--- src/design/bls_pkg.sv ---
// Shared constants, command codes and beat types for the Bresenham line stepper.
`timescale 1ns / 1ps
`default_nettype none
package bls_pkg;

  // Coordinate width of the grid and width of the signed error term
  localparam int COORD_BITS = 12;
  localparam int ERR_BITS   = COORD_BITS + 2;

  // Command codes
  typedef enum logic {
    CMD_START   = 1'b0,
    CMD_ADVANCE = 1'b1
  } bls_cmd_t;

  // Request beat
  typedef struct packed {
    bls_cmd_t              command;
    logic [COORD_BITS-1:0] start_x;
    logic [COORD_BITS-1:0] start_y;
    logic [COORD_BITS-1:0] end_x;
    logic [COORD_BITS-1:0] end_y;
    logic                  check_mode;
    logic                  cell_blocked;
  } bls_req_t;

  // Response beat
  typedef struct packed {
    logic [COORD_BITS-1:0] point_x;
    logic [COORD_BITS-1:0] point_y;
    logic                  point_valid;
    logic                  point_last;
    logic                  verdict_valid;
    logic                  line_clear;
  } bls_rsp_t;

endpackage
`default_nettype wire

--- src/design/bls_walker.sv ---
// Line walker: holds the Bresenham state and computes one line step per beat.
`timescale 1ns / 1ps
`default_nettype none
module bls_walker
  import bls_pkg::*;
(
  input  wire logic     clk,
  input  wire logic     rst,
  input  wire logic     take,
  input  wire bls_req_t req,
  output bls_rsp_t      rsp
);

  // Line state
  logic [COORD_BITS-1:0]      current_x, current_y, target_x, target_y;
  logic [COORD_BITS-1:0]      delta_x, delta_y;
  logic                       step_x_negative, step_y_negative;
  logic signed [ERR_BITS-1:0] error_term;
  logic                       checking, line_active, at_end;

  logic [COORD_BITS-1:0]      current_x_next, current_y_next, target_x_next, target_y_next;
  logic [COORD_BITS-1:0]      delta_x_next, delta_y_next;
  logic                       step_x_negative_next, step_y_negative_next;
  logic signed [ERR_BITS-1:0] error_term_next;
  logic                       checking_next, line_active_next, at_end_next;

  // Step arithmetic
  logic [COORD_BITS-1:0]      abs_dx, abs_dy, nx, ny;
  logic                       start_end;
  logic signed [ERR_BITS:0]   e2, dx_w, ndy_w;
  logic                       x_go, y_go;
  logic signed [ERR_BITS-1:0] err_sub, err_add;

  // Compute next state and the response for the offered beat
  always_comb begin
    current_x_next       = current_x;
    current_y_next       = current_y;
    target_x_next        = target_x;
    target_y_next        = target_y;
    delta_x_next         = delta_x;
    delta_y_next         = delta_y;
    step_x_negative_next = step_x_negative;
    step_y_negative_next = step_y_negative;
    error_term_next      = error_term;
    checking_next        = checking;
    line_active_next     = line_active;
    at_end_next          = at_end;
    rsp                  = '0;

    abs_dx    = (req.end_x > req.start_x) ? req.end_x - req.start_x : req.start_x - req.end_x;
    abs_dy    = (req.end_y > req.start_y) ? req.end_y - req.start_y : req.start_y - req.end_y;
    start_end = (req.start_x == req.end_x) && (req.start_y == req.end_y);

    // Doubled error compared against -dy and dx
    e2    = {error_term, 1'b0};
    dx_w  = $signed({3'b000, delta_x});
    ndy_w = -$signed({3'b000, delta_y});
    x_go  = e2 > ndy_w;
    nx    = x_go ? (step_x_negative ? current_x - 1'b1 : current_x + 1'b1) : current_x;
    y_go  = !((nx == target_x) && (current_y == target_y)) && (e2 < dx_w);
    ny    = y_go ? (step_y_negative ? current_y - 1'b1 : current_y + 1'b1) : current_y;
    err_sub = x_go ? $signed({2'b00, delta_y}) : '0;
    err_add = y_go ? $signed({2'b00, delta_x}) : '0;

    if (req.command == CMD_START) begin
      // Load a new line and emit its start point
      current_x_next       = req.start_x;
      current_y_next       = req.start_y;
      target_x_next        = req.end_x;
      target_y_next        = req.end_y;
      delta_x_next         = abs_dx;
      delta_y_next         = abs_dy;
      step_x_negative_next = !(req.start_x < req.end_x);
      step_y_negative_next = !(req.start_y < req.end_y);
      error_term_next      = $signed({2'b00, abs_dx}) - $signed({2'b00, abs_dy});
      checking_next        = req.check_mode;
      at_end_next          = start_end;
      line_active_next     = req.check_mode || !start_end;
      rsp.point_x          = req.start_x;
      rsp.point_y          = req.start_y;
      rsp.point_valid      = 1'b1;
      rsp.point_last       = start_end;
    end else if (!line_active) begin
      // Advance while idle: empty beat
      rsp = '0;
    end else if (checking && (req.cell_blocked || at_end)) begin
      // Finish the check with a verdict
      line_active_next  = 1'b0;
      rsp.verdict_valid = 1'b1;
      rsp.line_clear    = !req.cell_blocked;
    end else begin
      // Take one step along the line
      current_x_next   = nx;
      current_y_next   = ny;
      error_term_next  = error_term - err_sub + err_add;
      at_end_next      = (nx == target_x) && (ny == target_y);
      if (!checking && at_end_next) begin
        line_active_next = 1'b0;
      end
      rsp.point_x      = nx;
      rsp.point_y      = ny;
      rsp.point_valid  = 1'b1;
      rsp.point_last   = at_end_next;
    end
  end

  // Advance state on each accepted beat
  always_ff @(posedge clk) begin
    if (rst) begin
      current_x       <= '0;
      current_y       <= '0;
      target_x        <= '0;
      target_y        <= '0;
      delta_x         <= '0;
      delta_y         <= '0;
      step_x_negative <= 1'b0;
      step_y_negative <= 1'b0;
      error_term      <= '0;
      checking        <= 1'b0;
      line_active     <= 1'b0;
      at_end          <= 1'b0;
    end else if (take) begin
      current_x       <= current_x_next;
      current_y       <= current_y_next;
      target_x        <= target_x_next;
      target_y        <= target_y_next;
      delta_x         <= delta_x_next;
      delta_y         <= delta_y_next;
      step_x_negative <= step_x_negative_next;
      step_y_negative <= step_y_negative_next;
      error_term      <= error_term_next;
      checking        <= checking_next;
      line_active     <= line_active_next;
      at_end          <= at_end_next;
    end
  end

endmodule
`default_nettype wire

--- src/design/bls_out_reg.sv ---
// Output register: holds one response beat until the consumer takes it.
`timescale 1ns / 1ps
`default_nettype none
module bls_out_reg
  import bls_pkg::*;
(
  input  wire logic     clk,
  input  wire logic     rst,
  input  wire logic     load,
  input  wire bls_rsp_t din,
  output logic          can_load,
  output logic          rsp_valid,
  input  wire logic     rsp_ready,
  output bls_rsp_t      rsp
);

  // Accept a new beat when empty or draining this cycle
  assign can_load = !rsp_valid || rsp_ready;

  // Hold valid until the beat is taken
  always_ff @(posedge clk) begin
    if (rst) begin
      rsp_valid <= 1'b0;
    end else if (load) begin
      rsp_valid <= 1'b1;
    end else if (rsp_ready) begin
      rsp_valid <= 1'b0;
    end
  end

  // Capture payload
  always_ff @(posedge clk) begin
    if (load) begin
      rsp <= din;
    end
  end

endmodule
`default_nettype wire

--- src/design/bresenham_line_stepper_core.sv ---
// Top level of the Bresenham line stepper: walker plus output register.
`timescale 1ns / 1ps
`default_nettype none
// The stepper takes one command beat per clock and returns exactly one
// response beat for each, in the cycle after acceptance. A start beat loads the
// endpoints and mode and returns the start point; each advance beat returns
// the next line point, or in check mode the verdict once a blocked point or
// the end is reached; an advance while idle returns an all-zero beat. The
// whole step (one doubled-error compare against -dy and dx, one add to the
// error, one step per axis) sits between the line state registers and
// the output register, so the sustained rate is one beat per cycle; req_ready
// falls only while a finished beat waits in the output register and
// rsp_ready is low.
module bresenham_line_stepper_core
  import bls_pkg::*;
(
  input  wire logic     clk,
  input  wire logic     rst,
  input  wire logic     req_valid,
  output logic          req_ready,
  input  wire bls_req_t req,
  output logic          rsp_valid,
  input  wire logic     rsp_ready,
  output bls_rsp_t      rsp
);

  logic     take;
  bls_rsp_t step_rsp;

  assign take = req_valid && req_ready;

  bls_walker u_walker (
    .clk  (clk),
    .rst  (rst),
    .take (take),
    .req  (req),
    .rsp  (step_rsp)
  );

  bls_out_reg u_out_reg (
    .clk       (clk),
    .rst       (rst),
    .load      (take),
    .din       (step_rsp),
    .can_load  (req_ready),
    .rsp_valid (rsp_valid),
    .rsp_ready (rsp_ready),
    .rsp       (rsp)
  );

`ifndef SYNTHESIS
  // A start beat always yields a point in the next response
  a_start_point: assert property (@(posedge clk) disable iff (rst)
    req_valid && req_ready && (req.command == CMD_START) |=> rsp_valid && rsp.point_valid)
    else $error("start beat did not produce a point");

  // A response never carries both a point and a verdict
  a_point_or_verdict: assert property (@(posedge clk) disable iff (rst)
    rsp_valid |-> !(rsp.point_valid && rsp.verdict_valid))
    else $error("point and verdict in one beat");

  // Last marks only a real point; clear only a real verdict
  a_flag_qualified: assert property (@(posedge clk) disable iff (rst)
    rsp_valid |-> (!rsp.point_last || rsp.point_valid) && (!rsp.line_clear || rsp.verdict_valid))
    else $error("flag set without its qualifier");
`endif

endmodule
`default_nettype wire
--- config.mk ---
export PLATFORM = sky130hd
export DESIGN_NAME = bresenham_line_stepper_core
export DESIGN_NICKNAME = d
export VERILOG_FILES = /design/src/design/bls_pkg.sv /design/src/design/bls_walker.sv /design/src/design/bls_out_reg.sv /design/src/design/bresenham_line_stepper_core.sv
export SDC_FILE = /design/constraint.sdc
export NUM_CORES = 1
export LEC_CHECK = 0
export BUFFER_PORTS_ARGS = -buffer_cell sky130_fd_sc_hd__clkbuf_2
export CORE_MARGIN = 5
export CORE_UTILIZATION = 40
export DETAILED_ROUTE_END_ITERATION = 8
export PLACE_DENSITY = 0.63
export RECOVER_POWER = 25
export SLEW_MARGIN = 40
export SYNTH_ARGS = -nofsm -noshare
export SYNTH_HDL_FRONTEND = slang
export SYNTH_SLANG_ARGS = --single-unit
--- constraint.sdc ---
create_clock -name clk -period 13.4 [get_ports clk]
set_input_delay 2.68 -clock clk [delete_from_list [all_inputs] [get_ports clk]]
set_output_delay 2.68 -clock clk [all_outputs]
set_load 0.01 [all_outputs]
Yosys cells after proc, flatten, opt, wreduce, memory -nomap -nowiden
Cells that the tools add are included.
Word-level totals
  bits in registers: 120
  input port bits: 55
  output and inout port bits: 30
  logic and storage cells: 97
Operators by class
  add/subtract/negate cells: 12
  order comparisons: 6
  equality and inequality tests: 7
  muxes and demuxes: 30
  bitwise gates (word level): 1
  reductions and logical operators: 22
Operators with widths (number)
  2-to-1 mux 12 bit: 14
  == test 12 bit: 5
  2-to-1 mux 26 bit: 2
  subtractor 12 bit: 4
  2-to-1 mux 14 bit: 3
  2-to-1 mux 28 bit: 1
  adder 12 x 1 -> 12 bit (second input constant): 2
  greater-than comparator 12 bit: 2
  < comparator 12 bit: 2
  subtractor 12 x 1 -> 12 bit (second input constant): 2
  greater-than comparator 15 bit: 1
  < comparator 15 x 13 -> 1 bit: 1
  negator 12 -> 15 bit: 1
  adder 14 bit: 1
  subtractor 14 bit: 1
  subtractor 12 x 12 -> 13 bit: 1
  2-to-1 mux 1 bit: 9
  logical AND 1 bit: 7
  logical NOT 1 bit: 7
  AND reduction 3 bit: 2
  AND reduction 2 bit: 2
  logical OR 1 bit: 3
  2-to-1 mux 2 bit: 1
  inequality test 2 x 1 -> 1 bit (second input constant): 1
  3 further kinds: 3

Longest topological paths before layout
Gate-level depths: netlist (run 1).
  depth after elaboration: 15
  gate-level depth with buffers: 33

Hierarchy
Synthesis (run 1) repeated with hierarchy kept, for this count alone.
Second synthesis, totals
  cell total of the unflattened synthesis: 1375
  area total of the unflattened synthesis: 10938.0 um2
Modules (own cells, without submodules)
  bls_walker: instances 1, cells an instance 1342, area each 10044.6 um2
  bls_out_reg: instances 1, cells an instance 32, area each 887.1 um2
  bresenham_line_stepper_core: instances 1, cells an instance 1, area each 6.3 um2

Worst setup path before layout (run 1)
Ideal clock, no wire load.
  path type: input to register
  start: input req[14] (netlist name)
  end: register u_walker.error_term[10]
  setup time: 139 ps
  arrival time: 6845 ps
  data required time: 13261 ps
  path slack: 6415 ps
  stages on the path: 22
  buffers on the path: 1
  cells stage by stage: inv_1 -> ha_1 -> fa_1 -> nor2b_1 -> o21ai_0 -> a21o_1 -> a21oi_2 -> clkbuf_1 -> mux2i_1 -> xor2_1 -> ha_1 -> nor2b_1 -> o21ai_0 -> a21boi_0 -> o21ai_0 -> a21boi_0 -> o21a_1 -> o21ai_0 -> a21boi_0 -> or3_1 -> a21oi_1 -> a2111oi_0
On the way
  word-level cells in the longest chain between the ends: 4
Ends and longest elaborated chain
  from (decl): RTL line bresenham_line_stepper_core.sv:21  | input wire bls_req_t req,
  subtractor 12 bit or greater-than comparator 12 bit (tied branches): RTL line bls_walker.sv:50  | abs_dx = (req.end_x > req.start_x) ? req.end_x - req.start_x : req.start_x - req.end_x;
  2-to-1 mux 12 bit (*): RTL line bls_walker.sv:50
  named net u_walker.abs_dx[2]: RTL line bls_walker.sv:28  | logic [COORD_BITS-1:0] abs_dx, abs_dy, nx, ny;
  subtractor 12 x 12 -> 13 bit (*): RTL line bls_walker.sv:75  | error_term_next = $signed({2'b00, abs_dx}) - $signed({2'b00, abs_dy});
  2-to-1 mux 14 bit (*): RTL line bls_walker.sv:65  | if (req.command == CMD_START) begin
  to (signal assigned): RTL line bls_walker.sv:131  | error_term <= error_term_next;
  to (decl): RTL line bls_walker.sv:18  | logic signed [ERR_BITS-1:0] error_term;
Mark *: on every way through the listed nets, which the timed path passes. The rest lies on a longest branch.
A chain may end at the register's enable or synchronous reset.

Final worst setup path (run 1)
  start: register u_walker.delta_y[2]
  end: register u_walker.error_term[12]
On the way
  word-level cells in the longest chain between the ends: 12
Ends and longest elaborated chain
  from (decl): RTL line bls_walker.sv:16  | logic [COORD_BITS-1:0] delta_x, delta_y;
  from (signal assigned): RTL line bls_walker.sv:128  | delta_y <= delta_y_next;
  branches (longest 8 deep; another with negator 12 -> 15 bit)
  adder 14 bit (*): RTL line bls_walker.sv:95  | error_term_next = error_term - err_sub + err_add;
  2-to-1 mux 14 bit (*): RTL line bls_walker.sv:86  | end else if (checking && (req.cell_blocked || at_end)) begin
  2-to-1 mux 14 bit (*): RTL line bls_walker.sv:83  | end else if (!line_active) begin
  2-to-1 mux 14 bit (*): RTL line bls_walker.sv:65
Mark *: on every way between the ends. The select of a mux whose other input is x is not followed.

==> results of run 1 <==
## metal layers
metal | wire length [microns] | track usage, %
met1 | 17100 | 30.8
met2 | 16700 | 35.6
met3 | 2510 | 4.63
met4 | 919 | 6.89
met5 | 21 | 0
## cell type report
class / count / area [sq um] / share of cell area [%]
Tap cell: 384 / 480 / 3.73
Inverter: 155 / 582 / 4.52
Timing Repair Buffer: 95 / 462 / 3.59
Clock buffer: 22 / 495 / 3.85
Multi-Input combinational cell: 1137 / 8080 / 62.8
Clock inverter: 10 / 90.1 / 0.700
Sequential cell: 120 / 2680 / 20.8
## flip-flops by register name (all words and copies together), names as in the netlist, 12 cells and up
name	count
u_out_reg.rsp	28
u_walker.error_term	14
u_walker.current_x	12
u_walker.current_y	12
u_walker.delta_x	12
u_walker.delta_y	12
u_walker.target_x	12
u_walker.target_y	12
## synth_stat cells (20+ instances only)
master    count  share of area [%]
o21ai_0      65                2.8
a211oi_1     58                3.8
nor3_1       29                1.3
ha_1        121                 13
nand2b_1     20                1.1
dfxtp_1      92                 16
xor2_1       40                3.0
inv_1       155                5.0
mux2i_1      31                2.7
xnor2_1      44                3.3
nor2_1      125                4.1
nand2_1     163                5.3
clkbuf_1     46                1.5
edfxtp_1     28                7.3
a21oi_1     126                5.5
## worst min-delay path, delay by kind of cell, from the launching register on
kind            cells  cell delay (ps)
compound gates      1               50
simple gates        1               60
flops               1              320
## through the flow
| stage | hold WS [ps] | utilization (%) | instance area (sq um) | setup WS, ps | power (mW) |
|---|---|---|---|---|---|
| floorplan | 436 | - | 11600 | 6420 | 1.18 |
| global placement | 464 | 43.0 | 12300 | 5440 | 1.41 |
| detailed placement | 472 | 43.0 | 12300 | 5630 | 1.43 |
| CTS | 480 | 45.1 | 12900 | 5790 | 1.90 |
| global route | 498 | 45.0 | 12900 | 5130 | 2.04 |
| finish | 481 | 45.0 | 12900 | 5680 | 1.90 |
## kinds of logic (layout without fill, tap and decap cells)
logic type / Yosys count / after routing / synth area share, %
AOI/OAI and AO/OA: 430 / 430 / 25.4
xor gates and xnor gates: 84 / 84 / 6.37
adders and majority gates: 140 / 140 / 16.4
buffers and inverters: 217 / 282 / 7.28
DFF: 120 / 120 / 23.2
muxes: 38 / 38 / 3.37
and+or+nand+nor: 445 / 445 / 18.0
## power by group
group          leakage (nW)  switching [mW]  total, mW  internal (mW)
Sequential             1.03          0.0449      0.457          0.412
Combinational          4.22           0.593      0.978          0.385
Clock                 0.292           0.187      0.468          0.281
## worst paths after layout
check / start / endpoint / slack [ps] / cells after the start
max: u_walker.delta_y[2]$_SDFFE_PP0P_ / u_walker.error_term[12]$_SDFFE_PP0P_ / 5680 / 31
min: u_walker.target_x[4]$_SDFFE_PP0P_ / u_walker.target_x[4]$_SDFFE_PP0P_ / 480 / 2
max reg2reg: u_walker.delta_y[2]$_SDFFE_PP0P_ / u_walker.error_term[12]$_SDFFE_PP0P_ / 5680 / 31
min reg2reg: u_walker.target_x[4]$_SDFFE_PP0P_ / u_walker.target_x[4]$_SDFFE_PP0P_ / 480 / 2
==> metrics.yaml, run 1 <==
violations: "capacitance limit, slew limit"
grt_usage_pct: 22.4
grt_pass1_wl_microns: 58800
layout.cells.most_common_list: "nand2_1 (162), inv_1 (154), a21oi_1 (124), nor2_1 (123), ha_1 (121)"
power_density_nw_per_um2: 148
min_period_ps: 7720
synthFlopType: "dfxtp_1"
synth_edf_count: 28
max_freq_mhz: 130
crit_type: "reg2reg"
critPathCaptureType: "flip-flop"
start_util_pct: 40.4
final_max_slew_viol_count: 68
fin_crit_sh_pct: 57.6
grt_pass1_vias: 10600
cts_root_buf: "clkbuf_16"
cp_slowest_cell: "nor4_4"
drive_gt1_share_pct: 9.36
crit_required_ps: 13770
core_region_area_sq_um: 28600
dp.cells: 1891
cts_buffers: 17
cts_sinks: 120
fill_cells: 2899
hpwl_microns: 28700
die_w_microns: 180
insertedDiodeCount: 0
crit_buf_inv: 3
p_leak_nw: 5.55
synthArstFlopShare_pct: 0
syn_avg_cell_area_sq_um: 7.84
die_h_microns: 180
mostFrequentLayoutCell: "nand2_1"
htreeDepth: 4
max_stage_delay_ps: 550
hold_class: "reg2reg"
max-cap-violations: 2
die-area_sq_um: 32400
vias_per_cell: 5.79
io_buffer_count: 84
stdcell_count: 1923
ys_ff_latch: 120
wl_per_cell_microns: 19.4
run_status: "finished with violations"
firstDrtPassIters: 8
rsz0062_at_grt: "false"
synthCells: 1474
insertion_delay_ps: 430
grt_max_degree: 68
drc: 0
synth.cell_area_sq_um: 11600
drt-initial-drc-count: 987
hold_viol: 0
critPathArrivalTime_ps: 8080
ctsHoldBuffers: 0
path_clk_slew_ps: 60
yosysUniqueCellTypes: 81
place.gp.congestion: 0.943
layout.nets: 1721
antenna_left: 0
pin_count: 85
postCtsSetupBuffers: 0
worst_slew_pin_slew_ps: 1960
overflow: 0
syn_to_final_growth_pct: 11.4
synth_warnings: 0
clk_path_buf_depth: 2
fin_setup_tns_ps: 0
crit_top_cell: "o21ai_0"
critPathMaxFanout: 26
yosysSeqAreaShare_pct: 23.2
clock_skew_ps: 12.2
syn_nets: 1669
routed_wl_microns: 37200
num_rows: 62
antenna_found_initial: 2
setup_viol: 0
slew_headroom_pct: -30.7
crit_family: "compound AO/OA/AOI/OAI gates"
vias: 11100
cts_resized: 0
tritoncts: "yes"
cp-start-kind: "flip-flop"
ir_worst_vdd_v: 0.0000881
No activity file was read; power rests on OpenSTA's default activity.
==> run 2, diff against run 1 <==
PLACE_DENSITY = 0.65   (was 0.63)
clock period = 7.1 ns   (was 13.4 ns; I/O delays follow)
==> run 2 against run 1 <==
The flow still finishes with violations (capacitance limit, slew limit). Setup slack worse by 5100 ps. Utilization rose by 0.79 points. Sequential power is 89% higher. Cell area rose by 1.8%. Cell count rose by 1.2%. Via count increased by 0.97%. Clock skew increased by 2.0 ps. Clock power increased by 90%. Wire length hardly changed. Critical path type unchanged. Critical endpoint is now u_walker.error_term[10]$_SDFFE_PP0P_.
==> metrics.yaml, run 2 (same netlist as run 1, synthesis figures left out) <==
crit_type: "reg2reg"
fin_crit_sh_pct: 92.4  # +35 points
clk_path_buf_depth: 2  # unchanged
firstDrtPassIters: 5  # -3
grt_use_met2_pct: 36.7  # +1.1 points
insertion_delay_ps: 440  # about the same
drc: 0  # unchanged
mostFrequentLayoutCell: "nand2_1"
hold_viol: 0  # unchanged
routed_wl_microns: 37300  # about the same
cts_sinks: 120  # unchanged
dp.cells: 1907  # +0.85%
violations: "capacitance limit, slew limit"
die_h_microns: 180  # unchanged
critPathArrivalTime_ps: 6870  # -1210 ps
p_seq_share_pct: 23.3  # -0.7 points
clock_skew_ps: 14.2  # +1.98 ps
critPathCaptureType: "flip-flop"
place.gp.congestion: 0.944  # +0.14%
path_clk_slew_ps: 60  # about the same
pin_count: 85  # unchanged
hold_class: "reg2reg"
grt_pass1_wl_microns: 59100  # +0.59%
num_rows: 62  # unchanged
reg.largest.list: "u_out_reg.rsp (28), u_walker.error_term (14)"
dp_slack_ps: 82.7  # -5550 ps
insertedDiodeCount: 0  # unchanged
critPathMaxFanout: 7  # -73%
vias: 11200  # +0.97%
use_met3_pct: 3.54  # -1.1 points
largest_reg_flops: 28  # unchanged
r2r_setup_slack_ps: 540  # -5140 ps
p_clk_share_pct: 24.1  # -0.5 points
vias_per_cell: 5.77  # -0.27%
p_switching_mw: 1.57  # +91%
p_leak_nw: 5.68  # +2.5%
cts_root_buf: "clkbuf_16"
syn_to_final_growth_pct: 13.3
hpwl_microns: 28700  # -0.12%
cts_buffers: 17  # unchanged
postPlaceCellArea_sq_um: 12400  # +0.84%
max_freq_mhz: 152  # +18%
final_max_slew_viol_count: 45  # -34%
grt_pass1_vias: 10700  # +1.3%
crit_required_ps: 7410  # -6360 ps
cp_slowest_cell: "fa_1"
r2r_end: "u_walker.error_term[10]$_SDFFE_PP0P_"
crit-reg2reg-launch: "u_walker.delta_y[2]$_SDFFE_PP0P_"
die_w_microns: 180  # unchanged
hold_start: "u_walker.target_x[4]$_SDFFE_PP0P_"
grt_usage_pct: 22.5  # +0.13 points
min_period_ps: 6560  # -1160 ps
design_area_sq_um: 13100  # +1.8%
r2r_cells: 29  # -6.5%
wl_per_cell_microns: 19.1  # -1.2%
ir_worst_vdd_v: 0.000225  # +160%
endpoint: "u_walker.error_term[10]$_SDFFE_PP0P_"
cp-startpoint: "u_walker.delta_y[2]$_SDFFE_PP0P_"
grt_busiest_layer: "met2"
antenna_left: 0  # unchanged
tritoncts: "yes"
cp-start-kind: "flip-flop"
drt-initial-drc-count: 1072  # +8.6%
gr-usage-met1_pct: 30.9  # +0.16 points
fin_setup_tns_ps: 0  # unchanged
stdcell_count: 1947  # +1.2%
combPwrFrac_pct: 52.6  # +1.2 points
die-area_sq_um: 32400  # unchanged
regMostFlops: "u_out_reg.rsp"
antenna_found_initial: 0  # -2
sw_frac_of_total_pct: 42.5  # -0.85 points
worst_slew_pin_slew_ps: 2340  # +383 ps
setup_ws_ps: 541  # -5140 ps
p_int_mw: 2.13  # +98%
start_util_pct: 40.4  # unchanged
io_buffer_count: 84  # unchanged
grt_max_degree: 67  # -1.5%
ctsHoldBuffers: 0  # unchanged
max-cap-violations: 1  # -1
run_status: "finished with violations"
layout.nets: 1745  # +1.4%
overflow: 0  # unchanged
drive_gt1_share_pct: 10.8  # +1.5 points
layout.cells.most_common_list: "nand2_1 (162), inv_1 (155), a21oi_1 (125), nor2_1 (122), ha_1 (121)"
power_density_nw_per_um2: 283  # +91%
core_region_area_sq_um: 28600  # unchanged
htreeDepth: 4  # unchanged
whs_path_depth: 2  # unchanged
max_stage_delay_ps: 450  # -100 ps
slew_headroom_pct: -56.3  # -26 points
setup_viol: 0  # unchanged
run 2: worst min path at each step:
stage	to	slack, ps
floorplan	u_walker.target_x[4]$_SDFFE_PP0P_	440
global placement	u_walker.target_x[4]$_SDFFE_PP0P_	450
detailed placement	u_walker.target_x[4]$_SDFFE_PP0P_	460
CTS	u_walker.target_x[4]$_SDFFE_PP0P_	470
global route	u_walker.target_x[4]$_SDFFE_PP0P_	500
finish	u_walker.target_x[4]$_SDFFE_PP0P_	470
run 2: power groups by stage:
stage / sequential [mW] / clock [mW] / combinational [mW]
after floorplan: 0.852 / 0 / 1.38
after global placement: 0.872 / 0 / 1.83
after detailed placement: 0.874 / 0 / 1.85
after CTS: 0.860 / 0.898 / 1.87
after global routing: 0.872 / 0.931 / 2.15
final: 0.864 / 0.891 / 1.95
run 2: stage by stage:
stage	utilization, %	total power, mW	hold slack, ps
CTS	45.5	3.63	469
global route	45.7	3.95	504
floorplan	-	2.23	436
global placement	43.4	2.70	452
finish	45.7	3.70	468
detailed placement	43.4	2.73	457
run 2: area by class of cell:
cell class	count	area [sq um]
Inverter	155	582
Fill cell	2845	15500
Tap cell	384	480
Clock buffer	25	505
Sequential cell	120	2680
Multi-Input combinational cell	1137	8110
Clock inverter	7	90.1
Timing Repair Buffer	119	642
run 2: critical path: cells and delay by family, from the launching register on:
family / cells / cell delay, ps
compound gates: 14 / 2640
flops: 1 / 390
mux: 1 / 400
fa+ha+maj: 3 / 1180
xor+xnor: 1 / 170
simple gates: 10 / 1660
run 2: what timing repair did:
action | CTS | global route
resized for setup | 0 | 15
buffers inserted | 0 | 8
endpoints found under the setup margin | 0 | 7
endpoints found under the hold margin | 0 | 0
run 2: per-layer routing:
| metal | wire length (microns) | share of wire [%] |
|---|---|---|
| met1 | 16900 | 45 |
| met2 | 17100 | 46 |
| met3 | 2440 | 6.6 |
| met4 | 843 | 2.3 |
| met5 | 0 | 0 |
